## src/rtl/weacc_pkg.sv

```systemverilog
// ----------------------------------------------------------------------------
// weacc_pkg
// Shared types, widths and constants of the windowed edge weight accumulator.
// ----------------------------------------------------------------------------
package weacc_pkg;

	// default sizing
	localparam int NODES_DEF  = 16;
	localparam int TOPICS_DEF = 4;

	// fixed field widths
	localparam int KIND_W   = 2;
	localparam int TIME_W   = 32;
	localparam int WEIGHT_W = 17;
	localparam int SEL_W    = 2;
	localparam int ACC_W    = 32;
	localparam int UNIT_W   = 20;
	localparam int CFG_W    = 32;
	localparam int CFG_IDX_W = 1;

	// window geometry
	localparam int WINDOWS      = 3;
	localparam int RECENT_UNITS = 24;
	localparam int MID_UNITS    = 96;
	localparam int OLD_UNITS    = 384;
	// t + k*unit with t < 2^32 and k*unit < 2^29 fits here
	localparam int CMP_W        = 34;

	localparam logic [WEIGHT_W-1:0] WEIGHT_ONE = WEIGHT_W'(65536);
	localparam logic [UNIT_W-1:0]   UNIT_RST   = UNIT_W'(1);

	typedef enum logic [KIND_W-1:0] {
		KIND_ADD   = 2'd0,
		KIND_READ  = 2'd1,
		KIND_CLEAR = 2'd2,
		KIND_NOP   = 2'd3
	} kind_t;

	localparam logic [CFG_IDX_W-1:0] CFG_CUTOFF = 1'd0;
	localparam logic [CFG_IDX_W-1:0] CFG_UNIT   = 1'd1;

	localparam logic [SEL_W-1:0] WIN_RECENT = 2'd0;
	localparam logic [SEL_W-1:0] WIN_MIDDLE = 2'd1;
	localparam logic [SEL_W-1:0] WIN_OLD    = 2'd2;

	// controller -> datapath
	typedef struct packed {
		logic load_item;   // latch the accepted item
		logic lookup;      // classify, address and read the cell
		logic lookup_read; // lookup belongs to a read item
		logic wr_mod;      // write back the saturated sum
		logic clr_wr;      // zero the cell under the clear pointer
		logic out_load;    // move the read result into the output register
	} ctrl_cmd_t;

	// datapath -> controller
	typedef struct packed {
		logic hit;       // cell exists (in range, window valid)
		logic clr_last;  // clear pointer on the last cell
		logic out_free;  // output register can take a result this cycle
	} dp_status_t;

endpackage

```

## src/rtl/weacc_ctrl.sv

```systemverilog
// ----------------------------------------------------------------------------
// weacc_ctrl
// Sequencer: clear sweep, item accept, lookup, write-back and result hand-off.
// ----------------------------------------------------------------------------
module weacc_ctrl (
	input  logic                   clk,
	input  logic                   arst_n,
	input  logic                   s_tvalid,
	input  logic [weacc_pkg::KIND_W-1:0] s_tuser,
	output logic                   s_tready,
	input  weacc_pkg::dp_status_t  st,
	output weacc_pkg::ctrl_cmd_t   cmd
);
	import weacc_pkg::*;

	typedef enum logic [2:0] {
		ST_CLEAR,
		ST_IDLE,
		ST_LOOKUP,
		ST_MODIFY,
		ST_RESP
	} state_t;

	state_t state_q, state_nx;
	kind_t  kind_q;
	logic   accept;

	assign s_tready = (state_q == ST_IDLE);
	assign accept   = s_tvalid && s_tready;

	always_comb begin
		cmd             = '0;
		state_nx        = state_q;
		cmd.load_item   = accept;
		cmd.lookup_read = (kind_q == KIND_READ);
		unique case (state_q)
			ST_CLEAR: begin
				cmd.clr_wr = 1'b1;
				if (st.clr_last) begin
					state_nx = ST_IDLE;
				end
			end
			ST_IDLE: begin
				if (accept) begin
					unique case (kind_t'(s_tuser))
						KIND_ADD, KIND_READ: state_nx = ST_LOOKUP;
						KIND_CLEAR:          state_nx = ST_CLEAR;
						KIND_NOP:            state_nx = ST_IDLE;
						default:             state_nx = ST_IDLE;
					endcase
				end
			end
			ST_LOOKUP: begin
				cmd.lookup = 1'b1;
				if (kind_q == KIND_READ) begin
					state_nx = ST_RESP;
				end else if (st.hit) begin
					state_nx = ST_MODIFY;
				end else begin
					state_nx = ST_IDLE;
				end
			end
			ST_MODIFY: begin
				cmd.wr_mod = 1'b1;
				state_nx   = ST_IDLE;
			end
			ST_RESP: begin
				if (st.out_free) begin
					cmd.out_load = 1'b1;
					state_nx     = ST_IDLE;
				end
			end
			default: state_nx = ST_IDLE;
		endcase
	end

	always_ff @(posedge clk or negedge arst_n) begin
		if (!arst_n) begin
			state_q <= ST_CLEAR;
			kind_q  <= KIND_NOP;
		end else begin
			state_q <= state_nx;
			if (accept) begin
				kind_q <= kind_t'(s_tuser);
			end
		end
	end

endmodule

```

## config.mk

```make
export PLATFORM = sky130hd
export DESIGN_NAME = weacc_ctrl
export DESIGN_NICKNAME = d
export VERILOG_FILES = /design/src/rtl/weacc_pkg.sv /design/src/rtl/weacc_ctrl.sv
export SDC_FILE = /design/constraint.sdc
export NUM_CORES = 1
export LEC_CHECK = 0
export BUFFER_PORTS_ARGS = -buffer_cell sky130_fd_sc_hd__buf_2
export CAP_MARGIN = 20
export CORE_AREA = 2 2 39 41
export CTS_BUF_LIST = sky130_fd_sc_hd__clkbuf_8 sky130_fd_sc_hd__clkbuf_16
export DETAILED_ROUTE_END_ITERATION = 16
export DIE_AREA = 0 0 41 43
export GPL_TIMING_DRIVEN = 1
export PLACE_DENSITY = 0.46
export SLEW_MARGIN = 20
export SYNTH_ARGS = -nofsm -noshare
export SYNTH_HDL_FRONTEND = slang
export SYNTH_SLANG_ARGS = --single-unit
export TNS_END_PERCENT = 1
```

## constraint.sdc

```tcl
create_clock -name clk -period 1.4 [get_ports clk]
set_input_delay 0.07 -clock clk [delete_from_list [all_inputs] [get_ports clk]]
set_output_delay 0.07 -clock clk [all_outputs]
set_load 0.01 [all_outputs]
```

==> metrics.cfg, run 1 <==
[sta]
clock_skew_ns = 0.002469
rsz0062_at_grt = no
tns_ns = 0
tightest_slew_ns = 0.3388
finalHoldViolations = 0
setup_viol = 0
finalCriticalPeriod_ns = 1.369
finalMaxSlewViolations = 0
slew_headroom = 0.7722
fmax_ghz = 0.7305
fin_crit_sh = 0.9778

[power]
p_leak_nw = 0.2325
finalPower_w = 0.001030
powerDensity_nw_per_um2 = 2150
ir_drop_mv = 1.074

[critical_path]
cpLargestDelayFamily = simple AND/OR/NAND/NOR gates
start_kind = flip-flop
worstPathMaxFanout = 5
slowest_stage = or4b_1
r2r_slack_ns = 0.03
path_buf_inv = 0
cp-end-kind = flip-flop
slowest_delay_ns = 0.55
worst-setup-path-type = reg2reg
arrival_ns = 1.45
cp_cell_sequence = or4b_1 -> o31ai_1 -> o22ai_1
crit_required_ns = 1.48

[clocking]
htreeDepth = 1
cts_resized = 0
clk_latency_ns = 0.22
cts_setup_buffers = 0
cts_made_buffers = 3
cts-root-buf = clkbuf_8
clock_sinks = 5
cts_tree = done
clkTransAtPathRegs_ns = 0.04
cts_buffer_depth = 2

[synth]
synth_top_cell_area_share = 0.2326
seq_area_frac_synth = 0.3953
synthCells = 31
syn_area_um2 = 322.8
synth_area_per_cell_um2 = 10.41
yosysWarnings = 0
synth_fp_nets = 39
ys_types = 22
yosysTopAreaCell = dfrtp_1
synth_area_leaders = dfrtp_1, dfstp_2, mux2_2
ys_seq_elements = 5

[finish]
areaGrowthSynthToFinish_pct = 48.45
antenna_cells = 0
drive_gt1_frac = 0.5577
fillers = 150
layout.nets = 61

[floorplanning]
fp.dieW_um = 41
core_um2 = 1384
die-area_um2 = 1763
io_pins = 15
num_rows = 14
start_util = 0.2333
dieHeight_um = 43

[min_path]
worstHoldPathType = in2reg

[grt]
antenna_found_initial = 0
grt-ovfl-total = 0
grt_max_degree = 6
grt_pass1_vias = 251
grtUsageTotal = 0.08595
grt_pass1_wl_um = 979

[placed_design]
dp_hpwl_um = 511.6
port_buffers = 14
gp_congestion = 0.7304

[run]
maxCapViolations = 0

[route]
wl_per_cell_um = 9.956
vias = 296
via_per_inst = 4.353
drc = 0
drtPass1Iterations = 2
wl_um = 677
drt_iter0_markers = 2
ant_nets = 0

[run_status]
status = complete, no violations

kinds of logic (layout without fill, tap and decap cells):
group / after synthesis / after routing / synth area share
compound gates: 5 / 5 / 0.1047
mux: 3 / 3 / 0.1046
flops: 5 / 5 / 0.3953
simple gates: 14 / 14 / 0.3140
buf+inv: 4 / 25 / 0.08141
flip-flops by register name (all words and copies together), names as in the netlist:
| register | count |
|---|---|
| state_q | 3 |
| kind_q | 2 |
synth_stat cells:
library cell	number
dfrtp_1	3
mux2_2	3
dfstp_2	2
inv_1	2
nand2_1	2
nor3_1	2
nor3b_1	2
a21oi_1	1
a22o_1	1
a31oi_1	1
and2_4	1
and3_2	1
buf_4	1
buf_6	1
nand2b_1	1
nand3b_1	1
nor2_1	1
nor2b_1	1
nor3b_4	1
o22ai_1	1
o31ai_1	1
or4b_1	1
worst paths after layout:
check                                  startpoint                     end  cells after the start
max                        state_q[1]$_DFFE_PN0P_  state_q[0]$_DFFE_PN0P_                      3
min                                      s_tvalid  state_q[0]$_DFFE_PN0P_                      2
max reg2reg                state_q[1]$_DFFE_PN0P_  state_q[0]$_DFFE_PN0P_                      3
min reg2reg                 kind_q[1]$_DFFE_PN1P_   kind_q[1]$_DFFE_PN1P_                      1
max in group asynchronous                  arst_n   kind_q[0]$_DFFE_PN1P_                      2
min in group asynchronous                  arst_n  state_q[2]$_DFFE_PN0P_                      2
layout make-up:
cell class	count	area, um^2	area share
tap	16	20.02	0.04178
clock inverter	1	3.754	0.007833
sequential	5	127.6	0.2663
timing repair buffer	19	110.1	0.2298
multi-input combinational	22	168.9	0.3525
inverter	2	7.507	0.01567
clock buffer	3	41.29	0.08616
repair_timing:
| action | 4_1_cts | 5_1_grt |
|---|---|---|
| endpoints found under the hold margin | 5 | 0 |
| endpoints found under the setup margin | 0 | 0 |
| hold buffers | 1 | 0 |
layout by cell type (no fill, tap or decap), types with 2 or more instances in the layout:
master     n
buf_2     14
buf_4      4
inv_1      3
mux2_2     3
clkbuf_8   3
dfrtp_1    3
nor3b_1    2
nor3_1     2
nand2_1    2
dfstp_2    2
metal layers:
metal  vias up  GRT usage  routed length [um]
met5         -          0                   0
met4         0    0.04000                   0
met3         0    0.06283                  39
met2         8     0.1188                 327
met1       137    0.09539                 309
li1        151          -                   -
power breakdown:
part | leakage, nW | internal, W | switching, W | total (W)
combinational | 0.146 | 0.000272 | 0.000217 | 0.000490
sequential | 0.0599 | 0.000226 | 0.0000574 | 0.000284
clock | 0.0269 | 0.000188 | 0.0000694 | 0.000257
total | 0.233 | 0.000686 | 0.000344 | 0.00103
stage by stage:
stage	hold slack, ns	cells	worst slack [ns]	area (um^2)	util
after floorplan	-0.2256	31	0.04568	322.8	-
after global placement	-0.1104	63	0.09067	424.2	0.3065
after detailed placement	-0.1092	63	0.06950	424.2	0.3065
after CTS	0.07090	68	0.03078	479.2	0.3463
after global routing	0.07245	68	0.004558	479.2	0.3463
final	0.07814	68	0.03115	479.2	0.3463
No activity file was read; power rests on OpenSTA's default activity.
==> run 2, diff against run 1 <==
clock period = 1.2 ns   (was 1.4 ns; I/O delays follow)
==> metrics.cfg, run 2 (same netlist as run 1, synthesis figures left out) <==
[min_path]
worstHoldPathType = in2reg  ; unchanged
min_from = s_tvalid  ; unchanged

[sta]
clock_skew_ns = 0.001372  ; was 0.002469 ns
tightest_slew_ns = 0.2226  ; was 0.3388 ns
rsz0062_at_grt = yes  ; was no
finalMaxSlewViolations = 0  ; unchanged
fin_crit_sh = 1.054  ; was 0.9778
finalHoldViolations = 0  ; unchanged
finalCriticalPeriod_ns = 1.265  ; was 1.369 ns
layout_setup_ws_ns = -0.06517  ; was 0.03115 ns
whs_ns = 0.07724  ; was 0.07814 ns
setup_viol = 8  ; was 0
slew_headroom = 0.8516  ; was 0.7722
fmax_ghz = 0.7904  ; was 0.7305 GHz

[power]
switching_share = 0.3442  ; was 0.3340
combPwrFrac = 0.513  ; was 0.475
p_sw_w = 0.0004589  ; was 0.0003442 W
clock_power_share = 0.227  ; was 0.250
p_leak_nw = 0.2563  ; was 0.2325 nW
p_int_w = 0.0008744  ; was 0.0006863 W
powerDensity_nw_per_um2 = 2507  ; was 2150 nW/um^2
pwr-share-seq = 0.260  ; was 0.275
ir_drop_mv = 0.7912  ; was 1.074 mV

[run_status]
status = finished with violations  ; was complete, no violations
violations = negative setup slack

[finish]
fin_util = 0.3843  ; was 0.3463
drive_gt1_frac = 0.7037  ; was 0.5577
layout_commonest_cell = buf_2  ; unchanged
final_area_um2 = 531.8  ; was 479.2 um^2
layout.nets = 63  ; was 61
areaGrowthSynthToFinish_pct = 64.73  ; was 48.45%
antenna_cells = 0  ; unchanged
instances_no_fill = 70  ; was 68
largestRegisters = state_q (3), kind_q (2)  ; unchanged
largest_reg_flops = 3  ; unchanged
largest-register = state_q  ; unchanged
final_cell_mix = buf_2, buf_4, inv_1, mux2_2, clkbuf_8  ; was buf_2, buf_4

[run]
maxCapViolations = 0  ; unchanged

[placed_design]
post_dp_cell_area_um2 = 439.2  ; was 424.2 um^2
dp_hpwl_um = 566.6  ; was 511.6 um
dp.cells = 65  ; was 63
port_buffers = 14  ; unchanged
gp_congestion = 0.7198  ; was 0.7304

[critical_path]
cp_cell_sequence = or4b_4 -> o31ai_4 -> o22ai_1  ; was or4b_1 -> o31ai_1 -> o22ai_1
arrival_ns = 1.36  ; was 1.45 ns
cp-end-kind = flip-flop  ; unchanged
crit_path_start = state_q[0]$_DFFE_PN0P_  ; was state_q[1]$_DFFE_PN0P_
r2r_start = state_q[0]$_DFFE_PN0P_  ; was state_q[1]$_DFFE_PN0P_
cpLargestDelayFamily = simple AND/OR/NAND/NOR gates  ; unchanged
slowest_delay_ns = 0.55  ; about the same
path_buf_inv = 0  ; unchanged
worst-setup-path-type = reg2reg  ; unchanged
worstPathMaxFanout = 5  ; unchanged
slowest_stage = or4b_4  ; was or4b_1
start_kind = flip-flop  ; unchanged
crit_required_ns = 1.29  ; was 1.48 ns

[clocking]
clkTransAtPathRegs_ns = 0.04  ; about the same
clk_latency_ns = 0.22  ; about the same
htreeDepth = 1  ; unchanged
cts_made_buffers = 3  ; unchanged
cts-root-buf = clkbuf_8  ; unchanged
cts_tree = done  ; unchanged
cts_buffer_depth = 2  ; unchanged
clock_sinks = 5  ; unchanged

[route]
drc = 0  ; unchanged
wl_um = 801  ; was 677 um
via_per_inst = 4.614  ; was 4.353
vias = 323  ; was 296
drt_iter0_markers = 1  ; was 2
ant_nets = 0  ; unchanged
drtPass1Iterations = 4  ; was 2
wl_per_cell_um = 11.44  ; was 9.956 um

[grt]
antenna_found_initial = 0  ; unchanged
grt-ovfl-total = 0  ; unchanged
grt_pass1_vias = 281  ; was 251
grtUsageTotal = 0.1081  ; was 0.08595
grt_max_degree = 6  ; unchanged
grt_pass1_wl_mm = 1.221  ; was 979 um

[floorplanning]
core_um2 = 1384  ; unchanged
start_util = 0.2333  ; unchanged
die-area_um2 = 1763  ; unchanged
num_rows = 14  ; unchanged
io_pins = 15  ; unchanged
dieHeight_um = 43  ; unchanged
fp.dieW_um = 41  ; unchanged

run 2: per-stage QoR:
| step | total power [W] | worst slack [ns] | setup TNS (ns) |
|---|---|---|---|
| 6_report | 0.001333 | -0.06517 | -0.2980 |
| 5_1_grt | 0.001429 | -0.1111 | -0.8187 |
| 4_1_cts | 0.001272 | -0.06017 | -0.2900 |
| 3_5_place_dp | 0.0009340 | -0.1236 | -0.2903 |
| 3_3_place_gp | 0.0009415 | -0.1098 | -0.2793 |
| 2_1_floorplan | 0.0007076 | -0.1543 | -0.4947 |
run 2: area by class of cell:
type | instances | area (um^2)
multi-input combinational | 22 | 203.9
inverter | 2 | 7.507
tap | 16 | 20.02
clock buffer | 3 | 41.29
sequential | 5 | 130.1
timing repair buffer | 21 | 125.1
fill | 148 | 852.1
clock inverter | 1 | 3.754
run 2: path summary, 6_finish.rpt:
kind                                          end  slack (ns)  cells past startpoint
max                        state_q[0]$_DFFE_PN0P_       -0.07                      3
min                        state_q[0]$_DFFE_PN0P_        0.08                      2
max reg2reg                state_q[0]$_DFFE_PN0P_       -0.07                      3
min reg2reg                 kind_q[0]$_DFFE_PN1P_        0.62                      1
max in group asynchronous   kind_q[0]$_DFFE_PN1P_        0.80                      2
min in group asynchronous  state_q[0]$_DFFE_PN0P_        0.18                      2
run 2: per-layer routing:
metal	GRT usage	part of all wire	up-vias
met5	0	0	-
met3	0.03141	0.044	0
li1	-	-	156
met4	0.08000	0	0
met1	0.1344	0.44	159
met2	0.1500	0.51	8
run 2: repair_timing:
action,CTS,global route
pin swaps,3,0
buffers inserted,0,0
hold endpoints to repair,5,0
setup endpoints to repair,9,11
hold buffers,1,0
gates resized for setup,3,6
run 2: power by group through the flow:
stage / Combinational (W) / Clock (W) / Sequential, W
3_3_place_gp: 0.000611 / 0 / 0.000331
6_report: 0.000684 / 0.000303 / 0.000347
4_1_cts: 0.000629 / 0.000311 / 0.000332
3_5_place_dp: 0.000605 / 0 / 0.000329
5_1_grt: 0.000748 / 0.000322 / 0.000359
2_1_floorplan: 0.000393 / 0 / 0.000315
